[src/rtl/ifs_pkg.sv]
// Shared types and codes for the icosphere face subdivider.
// No dependencies; every other file imports this package.
`timescale 1ns / 1ps
`default_nettype none
package ifs_pkg;

   localparam int IDX_W   = 12;
   localparam int COORD_W = 16;

   localparam logic [1:0] FUNC_LOAD  = 2'd0;
   localparam logic [1:0] FUNC_FACE  = 2'd1;
   localparam logic [1:0] FUNC_END   = 2'd2;
   localparam logic [1:0] FUNC_CLEAR = 2'd3;

   localparam logic [1:0] KIND_VERT = 2'd0;
   localparam logic [1:0] KIND_FACE = 2'd1;
   localparam logic [1:0] KIND_ACK  = 2'd2;

   localparam logic [1:0] ERR_NONE  = 2'd0;
   localparam logic [1:0] ERR_VFULL = 2'd1;
   localparam logic [1:0] ERR_EFULL = 2'd2;
   localparam logic [1:0] ERR_INDEX = 2'd3;

   typedef struct packed {
      logic [1:0]                func;
      logic signed [COORD_W-1:0] coord_x;
      logic signed [COORD_W-1:0] coord_y;
      logic signed [COORD_W-1:0] coord_z;
      logic [IDX_W-1:0]          corner_a;
      logic [IDX_W-1:0]          corner_b;
      logic [IDX_W-1:0]          corner_c;
   } ifs_req_type;

   typedef struct packed {
      logic [1:0]                kind;
      logic [IDX_W-1:0]          vertex_index;
      logic signed [COORD_W-1:0] out_x;
      logic signed [COORD_W-1:0] out_y;
      logic signed [COORD_W-1:0] out_z;
      logic [IDX_W-1:0]          tri_a;
      logic [IDX_W-1:0]          tri_b;
      logic [IDX_W-1:0]          tri_c;
      logic [1:0]                error;
      logic                      last;
   } ifs_rsp_type;

   typedef enum logic [4:0] {
      ST_IDLE, ST_DISPATCH, ST_LOAD, ST_CLR, ST_BAD, ST_SCAN, ST_SCAN_WAIT,
      ST_PLAN, ST_ERR_ACK, ST_EDGE, ST_RD_B, ST_SUM, ST_SQ, ST_ROOT0,
      ST_SQRT, ST_DIVI, ST_DIV, ST_DIVF, ST_COMMIT, ST_FACE
   } ifs_state_type;

   typedef enum logic [1:0] {
      EMIT_NONE, EMIT_ACK, EMIT_VERT, EMIT_FACE
   } ifs_emit_type;

   typedef struct packed {
      logic         take_req;
      logic         do_load;
      logic         clr_edges;
      logic         clr_verts;
      logic         scan_start;
      logic         scan_step;
      logic         edge_skip;
      logic         rd_a;
      logic         rd_b;
      logic         sum;
      logic         sq_step;
      logic         sqrt_init;
      logic         sqrt_step;
      logic         div_init;
      logic         div_step;
      logic         div_fin;
      logic         commit;
      logic         face_step;
      ifs_emit_type emit;
      logic [1:0]   ack_err;
      logic         ack_index;
   } ifs_cmd_type;

   typedef struct packed {
      logic [1:0] func;
      logic       full;
      logic       bad_corner;
      logic       scan_end;
      logic [1:0] need_err;
      logic       e_done;
      logic       reuse;
      logic       len_zero;
      logic       sq_last;
      logic       sqrt_last;
      logic       div_last;
      logic       comp_last;
      logic       face_last;
      logic       out_free;
   } ifs_sts_type;

endpackage
`default_nettype wire

[src/rtl/ifs_ctrl.sv]
// Sequencer for the subdivider: one item at a time through load, scan,
// normalize and emit phases. Depends on ifs_pkg.
`timescale 1ns / 1ps
`default_nettype none
module ifs_ctrl
   import ifs_pkg::*;
(
   input  wire logic        clock,
   input  wire logic        reset,
   input  wire logic        req_valid,
   output logic             idle,
   input  wire ifs_sts_type sts,
   output ifs_cmd_type      cmd
);

   ifs_state_type state_ff, state_in;

   always_ff @(posedge clock) begin
      if (reset) begin
         state_ff <= ST_IDLE;
      end else begin
         state_ff <= state_in;
      end
   end

   always_comb begin
      state_in = state_ff;
      case (state_ff)
         ST_IDLE: begin
            if (req_valid) state_in = ST_DISPATCH;
         end
         ST_DISPATCH: begin
            case (sts.func)
               FUNC_LOAD: state_in = ST_LOAD;
               FUNC_FACE: state_in = sts.bad_corner ? ST_BAD : ST_SCAN;
               default:   state_in = ST_CLR;
            endcase
         end
         ST_LOAD, ST_CLR, ST_BAD, ST_ERR_ACK: begin
            if (sts.out_free) state_in = ST_IDLE;
         end
         ST_SCAN: begin
            if (sts.scan_end) state_in = ST_SCAN_WAIT;
         end
         ST_SCAN_WAIT: state_in = ST_PLAN;
         ST_PLAN: state_in = (sts.need_err != ERR_NONE) ? ST_ERR_ACK : ST_EDGE;
         ST_EDGE: begin
            if (sts.e_done) state_in = ST_FACE;
            else if (!sts.reuse) state_in = ST_RD_B;
         end
         ST_RD_B: state_in = ST_SUM;
         ST_SUM:  state_in = ST_SQ;
         ST_SQ: begin
            if (sts.sq_last) state_in = ST_ROOT0;
         end
         ST_ROOT0: state_in = sts.len_zero ? ST_COMMIT : ST_SQRT;
         ST_SQRT: begin
            if (sts.sqrt_last) state_in = ST_DIVI;
         end
         ST_DIVI: state_in = ST_DIV;
         ST_DIV: begin
            if (sts.div_last) state_in = ST_DIVF;
         end
         ST_DIVF: state_in = sts.comp_last ? ST_COMMIT : ST_DIVI;
         ST_COMMIT: begin
            if (sts.out_free) state_in = ST_EDGE;
         end
         ST_FACE: begin
            if (sts.out_free && sts.face_last) state_in = ST_IDLE;
         end
         default: state_in = ST_IDLE;
      endcase
   end

   always_comb begin
      cmd  = '0;
      idle = (state_ff == ST_IDLE);
      case (state_ff)
         ST_IDLE: cmd.take_req = req_valid;
         ST_DISPATCH: cmd.scan_start = 1'b1;
         ST_LOAD: begin
            if (sts.out_free) begin
               cmd.emit      = EMIT_ACK;
               cmd.ack_err   = sts.full ? ERR_VFULL : ERR_NONE;
               cmd.ack_index = !sts.full;
               cmd.do_load   = !sts.full;
            end
         end
         ST_CLR: begin
            if (sts.out_free) begin
               cmd.emit      = EMIT_ACK;
               cmd.clr_edges = 1'b1;
               cmd.clr_verts = (sts.func == FUNC_CLEAR);
            end
         end
         ST_BAD: begin
            if (sts.out_free) begin
               cmd.emit    = EMIT_ACK;
               cmd.ack_err = ERR_INDEX;
            end
         end
         ST_ERR_ACK: begin
            if (sts.out_free) begin
               cmd.emit    = EMIT_ACK;
               cmd.ack_err = sts.need_err;
            end
         end
         ST_SCAN: cmd.scan_step = !sts.scan_end;
         ST_EDGE: begin
            if (!sts.e_done) begin
               cmd.edge_skip = sts.reuse;
               cmd.rd_a      = !sts.reuse;
            end
         end
         ST_RD_B:  cmd.rd_b = 1'b1;
         ST_SUM:   cmd.sum = 1'b1;
         ST_SQ:    cmd.sq_step = 1'b1;
         ST_ROOT0: cmd.sqrt_init = !sts.len_zero;
         ST_SQRT:  cmd.sqrt_step = 1'b1;
         ST_DIVI:  cmd.div_init = 1'b1;
         ST_DIV:   cmd.div_step = 1'b1;
         ST_DIVF:  cmd.div_fin = 1'b1;
         ST_COMMIT: begin
            if (sts.out_free) begin
               cmd.commit = 1'b1;
               cmd.emit   = EMIT_VERT;
            end
         end
         ST_FACE: begin
            if (sts.out_free) begin
               cmd.emit      = EMIT_FACE;
               cmd.face_step = 1'b1;
            end
         end
         default: cmd = '0;
      endcase
   end

endmodule
`default_nettype wire

[config.mk]
export PLATFORM = sky130hd
export DESIGN_NAME = ifs_ctrl
export DESIGN_NICKNAME = d
export VERILOG_FILES = /design/src/rtl/ifs_pkg.sv /design/src/rtl/ifs_ctrl.sv
export SDC_FILE = /design/constraint.sdc
export NUM_CORES = 1
export LEC_CHECK = 0
export BUFFER_PORTS_ARGS = -buffer_cell sky130_fd_sc_hd__buf_4
export CORE_ASPECT_RATIO = 1.4
export CORE_MARGIN = 2
export CORE_UTILIZATION = 35
export CTS_CLUSTER_SIZE = 8
export DETAILED_ROUTE_END_ITERATION = 10
export PLACE_DENSITY = 0.66
export SLEW_MARGIN = 20
export SYNTH_ARGS = -nofsm -noshare
export SYNTH_HDL_FRONTEND = slang
export SYNTH_SLANG_ARGS = --single-unit
export TNS_END_PERCENT = 10
[constraint.sdc]
create_clock -name clock -period 2.1 [get_ports clock]
set_input_delay 0.315 -clock clock [delete_from_list [all_inputs] [get_ports clock]]
set_output_delay 0.315 -clock clock [all_outputs]
set_load 0.02 [all_outputs]
# After elaboration in Yosys (flattened, before gate mapping)
# Cells that the tools add are included.
# classes
add_sub_neg,0
n_mul,0
div,0
order_cmp,0
eq_ne,30
shift,0
n_mux,46
n_bitwise,0
n_reduce_logical,10
# ops
operator,count
$pmux 5 s17,1
$mux 5,12
$eq 5x4->1 const B,8
$mux 1,21
$eq 5x3->1 const B,4
$eq 5x5->1 const B,4
$ne 2x2->1 const B,8
$pmux 2 s6,1
$eq 5x2->1 const B,2
$mux 2,5
$mux 3,3
$reduce_and 9->1,1
$pmux 2 s3,1
$pmux 3 s2,1
$eq 5x1->1 const B,1
$logic_not 5->1,1
$logic_not 1->1,4
$mux 4,1
$reduce_or 4->1,1
$ne 3x3->1 const B,1
$eq 2x1->1 const B,1
$eq 2x2->1 const B,1
$logic_not 2->1,1
$reduce_bool 2->1,1
$logic_and 1x1->1,1
# totals
register_bits,5
latch_bits,0
ram_bits,0
mem_bits_ro,0
inputBits,19
output_inout_bits,24
word_cells,87
memories,0

# Depth between registers and ports, before layout
# Gate-level depths: netlist (run 1).
# depth
word_depth,4
mapped_depth,8
mapped_depth_nobuf,5

# Worst setup path before layout (run 1)
# Ideal clock, no wire load.
# synth_timing
path_type,register to output
start,register state_ff[3]
end,output cmd[2] (netlist bit)
t_arrival_ns,2.081
t_required_ns,1.785
setup_slack_ns,-0.296
stages_incl_launch_ff,5
path_buffers,2
path_cell_list,dfxtp_1 -> clkbuf_1 -> clkbuf_1 -> nand3b_1 -> a2111oi_0
# synth_lines
item,line_no,rtl
from (decl),ifs_ctrl.sv:16,"ifs_state_type state_ff, state_in;"
from (signal assigned),ifs_ctrl.sv:22,state_ff <= state_in;
to (decl),ifs_ctrl.sv:13,output ifs_cmd_type cmd

==> results of run 1 <==
[metal layers]
metal | part of all wire [%] | wire [µm]
met5 | 0 | 0
met4 | 1.6 | 45
met3 | 3.7 | 107
met2 | 53 | 1520
met1 | 42 | 1220
[layout by cell type (no fill, tap or decap), types with 3 or more instances in the layout]
master | netlist | layout
a31oi_1 | 7 | 7
nor2_1 | 14 | 14
or3_1 | 4 | 4
nand2_1 | 7 | 7
a211oi_1 | 3 | 3
inv_1 | 4 | 4
buf_4 | 1 | 55
dfxtp_1 | 5 | 5
nor2b_1 | 6 | 5
clkbuf_4 | 0 | 3
nor3_1 | 11 | 10
a21oi_1 | 5 | 5
nand2b_1 | 7 | 7
o21ai_0 | 5 | 5
[cells in the mapped netlist (all sizes together), types with 2 or more instances]
cell    count  area (µm²)
a211oi      3        22.5
a21oi       5        25.0
a31oi       7        43.8
and3        3        28.8
buf         3        30.0
clkbuf     11        41.3
dfxtp       5         100
inv         4        15.0
mux2i       2        20.0
nand2       7        26.3
nand2b      7        43.8
nand3       2        10.0
nand3b      2        15.0
nor2       14        52.6
nor2b       6        37.5
nor3       11        55.1
nor3b       2        15.0
nor4bb      2        20.0
o21a        2        15.0
o21ai       5        25.0
or3         5        36.3
or4         3        26.3
[cells by family after synthesis]
| logic type | Yosys count |
|---|---|
| AOI/OAI and AO/OA | 35 |
| buffers and inverters | 18 |
| DFF | 5 |
| muxes | 3 |
| and+or+nand+nor | 69 |
[final timing paths]
path / start / to / slack, ps / depth (start not counted)
worst max-delay path: state_ff[2]$_SDFFE_PP0P_ / cmd[3] / 110 / 7
worst min-delay path: reset / state_ff[4]$_SDFFE_PP0P_ / 280 / 2
worst max register to register: state_ff[4]$_SDFFE_PP0P_ / state_ff[3]$_SDFFE_PP0P_ / 110 / 5
worst min register to register: state_ff[2]$_SDFFE_PP0P_ / state_ff[2]$_SDFFE_PP0P_ / 800 / 3
[power by group]
group	internal (mW)	switching, mW	leakage (nW)
Combinational	0.432	0.539	0.497
Clock	0.0717	0.0380	0.0150
Sequential	0.124	0.0259	0.0412
[final cells by class]
type                    instances  area (µm²)
inverters                       4        15.0
fillers                       250        1080
repair buffers                 55         413
clock buffers                   4        26.3
well taps                      34        42.5
multi-input cells             107         709
flip-flops and latches          5         100
[critical path, stage by stage (launching register included)]
cell	delay (ps)
dfxtp_1	320
buf_4	230
nor2b_1	260
a21oi_1	100
o32a_1	170
nor2_1	100
o21a_1	120
buf_4	130
[through the flow]
step | area (µm²) | std cells | power, mW | util [%]
floorplan | 882 | 130 | 0.832 | -
global placement | 1270 | 205 | 1.09 | 53.0
detailed placement | 1270 | 205 | 1.10 | 53.0
CTS | 1290 | 209 | 1.22 | 54.1
global route | 1310 | 209 | 1.34 | 54.6
finish | 1310 | 209 | 1.23 | 54.6
[what timing repair did]
| action | 4_1_cts | 5_1_grt |
|---|---|---|
| hold buffers | 0 | 0 |
| resized for setup | 0 | 3 |
| setup endpoints to repair | 0 | 5 |
==> summary.txt, run 1 <==
initial core utilization -> 36.6%
clk_lat worst skew -> 240 ps
met3 usage -> 2.58%
Static Leak -> 0.553 nW
Die Width -> 46.3 µm
CP Data Arrival Time -> 1670 ps
skew final -> 1.33 ps
die area -> 2920 µm²
mux contribution to synthesized area -> 4.00%
Yosys warning count -> 0
post-route ant nets -> 0
Fin. Hold Viols -> 0
CP required -> 1780 ps
Post-synth ARST share -> 0%
layout cells sized above 1 -> 38.3%
vias in the first global route -> 1126
routed vias/inst -> 5.48
Worst slew margin -> 80.0%
adder-cell share of the synthesized area -> 0%
worst hold path type -> input port to flip-flop
Nets -> 195
Setup WS post-layout -> 110 ps
# DRC -> 0
dpl hpwl -> 2.21 mm
number of buffers created by CTS -> 3
fin crit share -> 94.7%
number of flops mapped to enable cells by yosys -> 0
Synth cell types -> 45
maximum resistive drop on vdd -> 0.420 mV
CTS tree -> done
cells after synthesis -> 130
Syn Area/Cell -> 6.74 µm²
worst slew pin tran -> 298 ps
clock slew at reported path FFs -> 40 ps
status -> finished clean
Rows -> 21
critical path startpoint category -> flip-flop
Detailed Route WL -> 2.89 mm
# setup viols final -> 0
Die H -> 63.2 µm
ys flop type -> dfxtp_1
PortBufs -> 42
Max H-tree Level -> 1
largest net degree at the start of global routing -> 22
global placer's final weighted congestion -> 0.857
Crit Path Max Fanout -> 21
RSZ-0062 raised after global routing -> yes
simple-gate portion of the synthesized area -> 46.9%
largest family of logic cells by synthesized area -> simple AND/OR/NAND/NOR gates
Top Ports -> 43
CP endpoint kind -> output pin
grt ovf -> 0
Fin Hold WS -> 283 ps
DRT Pass-1 Iters -> 4
FF+latch count, synth -> 5
root buf cell -> clkbuf_4
post-CTS setup repair buffer count -> 0
core box area -> 2390 µm²
M1 GR Usage -> 28.8%
maxcap violations -> 0
Max Root-Sink Buffers -> 2
Ant. Diodes -> 0
clk sinks -> 5
DR vias -> 1145
met2 Use GR -> 35.4%
Area Overhead vs Synth -> 49.1%
Post-Syn Area -> 876 µm²
largest registers -> state_ff (5)
Seq/Total Area, Yosys -> 11.4%
initial antenna violation count -> 0
Biggest register -> state_ff
first-pass GRT wire length -> 4.99 mm
pwr dens -> 942 nW/µm²
GRT Total Usage -> 22.2%
Slew Viols, Final -> 0
XOR/XNOR share of the synthesized area -> 0%
critical path class -> flip-flop to output pin
total negative slack -> 0 ps
Compound-Gate Fraction of Synth Area -> 27.9%
dpl ws -> 122 ps
Max Freq -> 503 MHz
Top Usage Layer GRT -> met2
DR WL/cell -> 13.8 µm
Mapped Nets -> 149
max reg flops -> 5
First DRT Iteration DRCs -> 28
fin crit period -> 1990 ps
No activity file was read; power rests on OpenSTA's default activity.
==> run 2: changes to the inputs <==
--- a/config.mk
+++ b/config.mk
@@ -5,13 +5,13 @@
 export SDC_FILE = /design/constraint.sdc
 export NUM_CORES = 1
 export LEC_CHECK = 0
-export BUFFER_PORTS_ARGS = -buffer_cell sky130_fd_sc_hd__buf_4
 export CORE_ASPECT_RATIO = 1.4
 export CORE_MARGIN = 2
 export CORE_UTILIZATION = 35
+export CTS_CLUSTER_DIAMETER = 40
 export CTS_CLUSTER_SIZE = 8
 export DETAILED_ROUTE_END_ITERATION = 10
-export PLACE_DENSITY = 0.66
+export DONT_BUFFER_PORTS = 1
 export SLEW_MARGIN = 20
 export SYNTH_ARGS = -nofsm -noshare
 export SYNTH_HDL_FRONTEND = slang
==> run 2 against run 1 <==
Final area fell by 17%; critical path depth decreased by 2; clock skew up 1.6 ps; combinational power down 6.7%; setup slack got worse by 25 ps; core utilization decreased by 9.2 points; count of clock-buffer cells in the layout is the same; register-to-register slack lost 20 ps.
==> summary.txt, run 2 (same netlist as run 1, synthesis figures left out) <==
status -> finished clean
initial core utilization -> 36.6%
Static Leak -> 0.399 nW
clk_lat worst skew -> 240 ps
final instance area -> 1090 µm²
Die Width -> 46.3 µm
DRT Pass-1 Iters -> 4
Buf/Inv on CP -> 0
largest registers -> state_ff (5)
CP required -> 2230 ps
fin crit share -> 95.9%
largest net degree at the start of global routing -> 28
CP most frequent cell -> and3_4
fin crit period -> 2010 ps
fin util -> 45.5%
Worst slew margin -> 72.9%
Nets -> 165
most common cell after layout, fill and taps aside -> buf_4
clk sinks -> 5
Rows -> 21
post-route ant nets -> 0
Fin. Hold Viols -> 0
critical path startpoint category -> flip-flop
post_cts resized -> 0
fill cell count -> 255
Setup crit start -> state_ff[4]$_SDFFE_PP0P_
Area Overhead vs Synth -> 24.1%
grt ovf -> 0
Fin Hold WS -> 141 ps
worst hold path type -> input port to flip-flop
CP endpoint kind -> flip-flop
CP delay by family, top -> simple AND/OR/NAND/NOR gates
Reg-to-Reg Start -> state_ff[4]$_SDFFE_PP0P_
layout cells sized above 1 -> 25.5%
cell total after placement -> 175
maxcap violations -> 0
dpl ws -> 85.6 ps
DR WL/cell -> 14.9 µm
PortBufs -> 0
CTS Hold Buffers Added -> 0
Pwr Total -> 1.16 mW
Worst Hold Launch -> reset
crit-path cells -> or3_4 -> or4_4 -> and3_4 -> and3_4 -> mux2_4
global placer's final weighted congestion -> 0.802
core box area -> 2390 µm²
CP Data Arrival Time -> 2140 ps
CP max stage delay -> 490 ps
Max H-tree Level -> 1
routed vias/inst -> 5.88
initial antenna violation count -> 0
critical path class -> flip-flop to flip-flop
Biggest register -> state_ff
DR vias -> 1052
Layout Cells excl Fill -> 179
post-CTS setup repair buffer count -> 0
RSZ-0062 raised after global routing -> no
# setup viols final -> 0
Top Ports -> 43
dpl hpwl -> 2.02 mm
# DRC -> 0
total negative slack -> 0 ps
Crit-path slowest cell -> or4_4
GRT Total Usage -> 18.8%
worst slew pin tran -> 406 ps
Slew Viols, Final -> 0
Max Freq -> 496 MHz
CTS tree -> done
cell area after placement -> 1050 µm²
Max Root-Sink Buffers -> 2
Setup WS post-layout -> 85.6 ps
Detailed Route WL -> 2.68 mm
Die H -> 63.2 µm
Crit Path Max Fanout -> 5
First DRT Iteration DRCs -> 25
max reg flops -> 5
root buf cell -> clkbuf_4
pwr dens -> 1070 nW/µm²
Ant. Diodes -> 0
most frequent cells in the layout -> buf_4, nor2_1, nor3_1
clock slew at reported path FFs -> 40 ps
maximum resistive drop on vdd -> 0.419 mV
first-pass GRT wire length -> 4.15 mm
die area -> 2920 µm²
vias in the first global route -> 904
number of buffers created by CTS -> 3
skew final -> 2.93 ps
==> run 2: cell types whose count changed in the layout (fill, tap and decap cells not counted) <==
cell,delta
nor3_4,-1
buf_4,-31
nor3_2,+1
buf_12,+1
==> run 2: layout make-up <==
class	count	area [µm²]	share of cell area (%)
clock buffer	4	26.3	2.42
tap	34	42.5	3.91
multi-input combinational	107	703	64.7
timing repair buffer	25	200	18.4
inverter	4	15.0	1.38
sequential	5	100	9.21
==> run 2: final timing paths <==
| path | slack (ps) | to | depth (start not counted) |
|---|---|---|---|
| setup / recovery | 90 | state_ff[3]$_SDFFE_PP0P_ | 5 |
| hold / removal | 140 | state_ff[1]$_SDFFE_PP0P_ | 1 |
| setup reg to reg | 90 | state_ff[3]$_SDFFE_PP0P_ | 5 |
| hold reg to reg | 770 | state_ff[4]$_SDFFE_PP0P_ | 3 |
==> run 2: routing by layer <==
| metal | wire length, µm | global-route usage [%] |
|---|---|---|
| met5 | 0 | 0 |
| met1 | 1130 | 25.9 |
| met4 | 32 | 7.50 |
| met2 | 1390 | 29.5 |
| met3 | 123 | 1.15 |
==> run 2: power breakdown <==
| group | switching (mW) | leakage [nW] | total (mW) | internal, mW |
|---|---|---|---|---|
| Clock | 0.0381 | 0.0150 | 0.110 | 0.0718 |
| Combinational | 0.519 | 0.343 | 0.905 | 0.385 |
| Sequential | 0.0248 | 0.0412 | 0.149 | 0.124 |
| Total | 0.582 | 0.399 | 1.16 | 0.581 |
==> run 3: changes to the inputs <==
--- a/config.mk
+++ b/config.mk
@@ -12,6 +12,7 @@
 export CTS_CLUSTER_SIZE = 8
 export DETAILED_ROUTE_END_ITERATION = 10
 export DONT_BUFFER_PORTS = 1
+export GPL_TIMING_DRIVEN = 0
 export SLEW_MARGIN = 20
 export SYNTH_ARGS = -nofsm -noshare
 export SYNTH_HDL_FRONTEND = slang
==> run 3 against run 2 <==
Sequential share of layout area fell by 0.21 points; the run now ends with setup timing left; non-clock buffer count fell by 6; largest power group unchanged; global-route usage rose by 1.7 points; largest cell class unchanged; count of clock-buffer cells in the layout did not move; die area did not move; combinational power rose by 15%; critical endpoint unchanged.
==> summary.txt, run 3 (same netlist as run 1, synthesis figures left out) <==
Rows -> 21
status -> finished, violations left
wire length on met3 -> 134 µm
# DRC -> 0
FF-to-FF path depth -> 6
First DRT Iteration DRCs -> 34
Setup WS post-layout -> -56.4 ps
Worst R2R End -> state_ff[3]$_SDFFE_PP0P_
Area Overhead vs Synth -> 30.3%
first-pass GRT wire length -> 4.59 mm
cell area after placement -> 925 µm²
RSZ-0062 raised after global routing -> yes
Die H -> 63.2 µm
clk_lat worst skew -> 240 ps
initial antenna violation count -> 0
Static Leak -> 0.391 nW
CTS Hold Buffers Added -> 0
critical path startpoint category -> flip-flop
most frequent cells in the layout -> nor2_1, clkbuf_4, buf_4
Worst slew margin -> 39.8%
GRT Total Usage -> 20.6%
Nets -> 159
pwr dens -> 1140 nW/µm²
largest net degree at the start of global routing -> 11
Hold Crit Depth -> 1
most common cell after layout, fill and taps aside -> nor2_1
Max H-tree Level -> 1
grt ovf -> 0
DRT Pass-1 Iters -> 4
Max Root-Sink Buffers -> 2
number of buffers created by CTS -> 3
Biggest register -> state_ff
global placer's final weighted congestion -> 0.926
worst hold path type -> input port to flip-flop
post-route ant nets -> 0
maxcap violations -> 0
CP required -> 2230 ps
skew final -> 2.06 ps
CTS tree -> done
CP endpoint kind -> flip-flop
Ant. Diodes -> 0
DR WL/cell -> 17.1 µm
Slew Viols, Final -> 0
fin util -> 47.7%
fin crit share -> 103%
layout cells sized above 1 -> 36.0%
vias in the first global route -> 940
Hold EP -> state_ff[4]$_SDFFE_PP0P_
Reg-to-Reg Start -> state_ff[4]$_SDFFE_PP0P_
Top Ports -> 43
Detailed Route WL -> 2.96 mm
Fin. Hold Viols -> 0
critical path class -> flip-flop to flip-flop
maximum resistive drop on vdd -> 0.461 mV
fin crit period -> 2160 ps
failing checks -> setup timing
clk sinks -> 5
largest registers -> state_ff (5)
Reg2Reg Setup Slack -> -60 ps
root buf cell -> clkbuf_4
Max Freq -> 464 MHz
Pwr Total -> 1.30 mW
DR vias -> 1070
worst slew pin tran -> 894 ps
Worst Hold Launch -> reset
DRT met1 WL -> 1.27 mm
CP Data Arrival Time -> 2290 ps
die area -> 2920 µm²
uppermost routed layer -> met4
routed vias/inst -> 6.18
dpl hpwl -> 2.09 mm
PortBufs -> 0
max reg flops -> 5
clock slew at reported path FFs -> 40 ps
core box area -> 2390 µm²
Crit Path Max Fanout -> 5
# setup viols final -> 5
Die Width -> 46.3 µm
Fin Hold WS -> 129 ps
met2 wire length -> 1.52 mm
final instance area -> 1140 µm²
initial core utilization -> 36.6%
==> run 3: cell types whose count changed in the layout (fill, tap and decap cells not counted), sizes merged <==
cell,change
buf,-14
clkbuf,+8
==> run 3: final cells by class <==
class,instances,area [µm²]
well taps,34,42.5
inverters,4,15.0
plain buffers,12,92.6
multi-input cells,107,810
repair buffers,7,52.6
fillers,245,1250
clock buffers,4,26.3
flip-flops and latches,5,103
==> run 3: power by group <==
part / total, mW / internal [mW] / switching [mW]
logic: 1.04 / 0.431 / 0.609
registers: 0.146 / 0.126 / 0.0196
clock network: 0.111 / 0.0718 / 0.0391
==> run 3: worst max-delay path by stage <==
stage / startpoint / end / slack, ps / cells after the start
after detailed placement: state_ff[2]$_SDFFE_PP0P_ / cmd[1] / -260 / 7
after floorplan: state_ff[4]$_SDFFE_PP0P_ / state_ff[3]$_SDFFE_PP0P_ / -20 / 7
after CTS: state_ff[4]$_SDFFE_PP0P_ / state_ff[3]$_SDFFE_PP0P_ / -100 / 7
after global routing: state_ff[4]$_SDFFE_PP0P_ / state_ff[3]$_SDFFE_PP0P_ / -100 / 6
after global placement: state_ff[2]$_SDFFE_PP0P_ / cmd[1] / -250 / 7
final: state_ff[4]$_SDFFE_PP0P_ / state_ff[3]$_SDFFE_PP0P_ / -60 / 6
==> run 3: worst max-delay path: stages (launching register included) <==
cell,delay (ps)
dfxtp_2,310
buf_6,120
or3_4,410
or4_4,550
and3_4,180
and3_4,190
mux2_4,290
==> run 3: stage by stage <==
stage / instances / worst slack, ps / TNS (ps)
after global routing: 173 / -98.8 / -595
after global placement: 164 / -249 / -1410
after floorplan: 130 / -24.1 / -24.1
final: 173 / -56.4 / -98.6
after CTS: 167 / -103 / -278
after detailed placement: 164 / -262 / -1440
==> run 3: repair_timing <==
action / in CTS / in global routing
gates cloned: 0 / 0
pin swaps: 2 / 4
setup buffers: 0 / 7
setup endpoints to repair: 19 / 20
gates resized for setup: 34 / 16
==> run 3: metal layers <==
metal,GRT usage [%],vias up
met3,2.29,4
met5,0,-
li1,-,506
met1,28.4,515
met2,30.9,45
met4,9.29,0
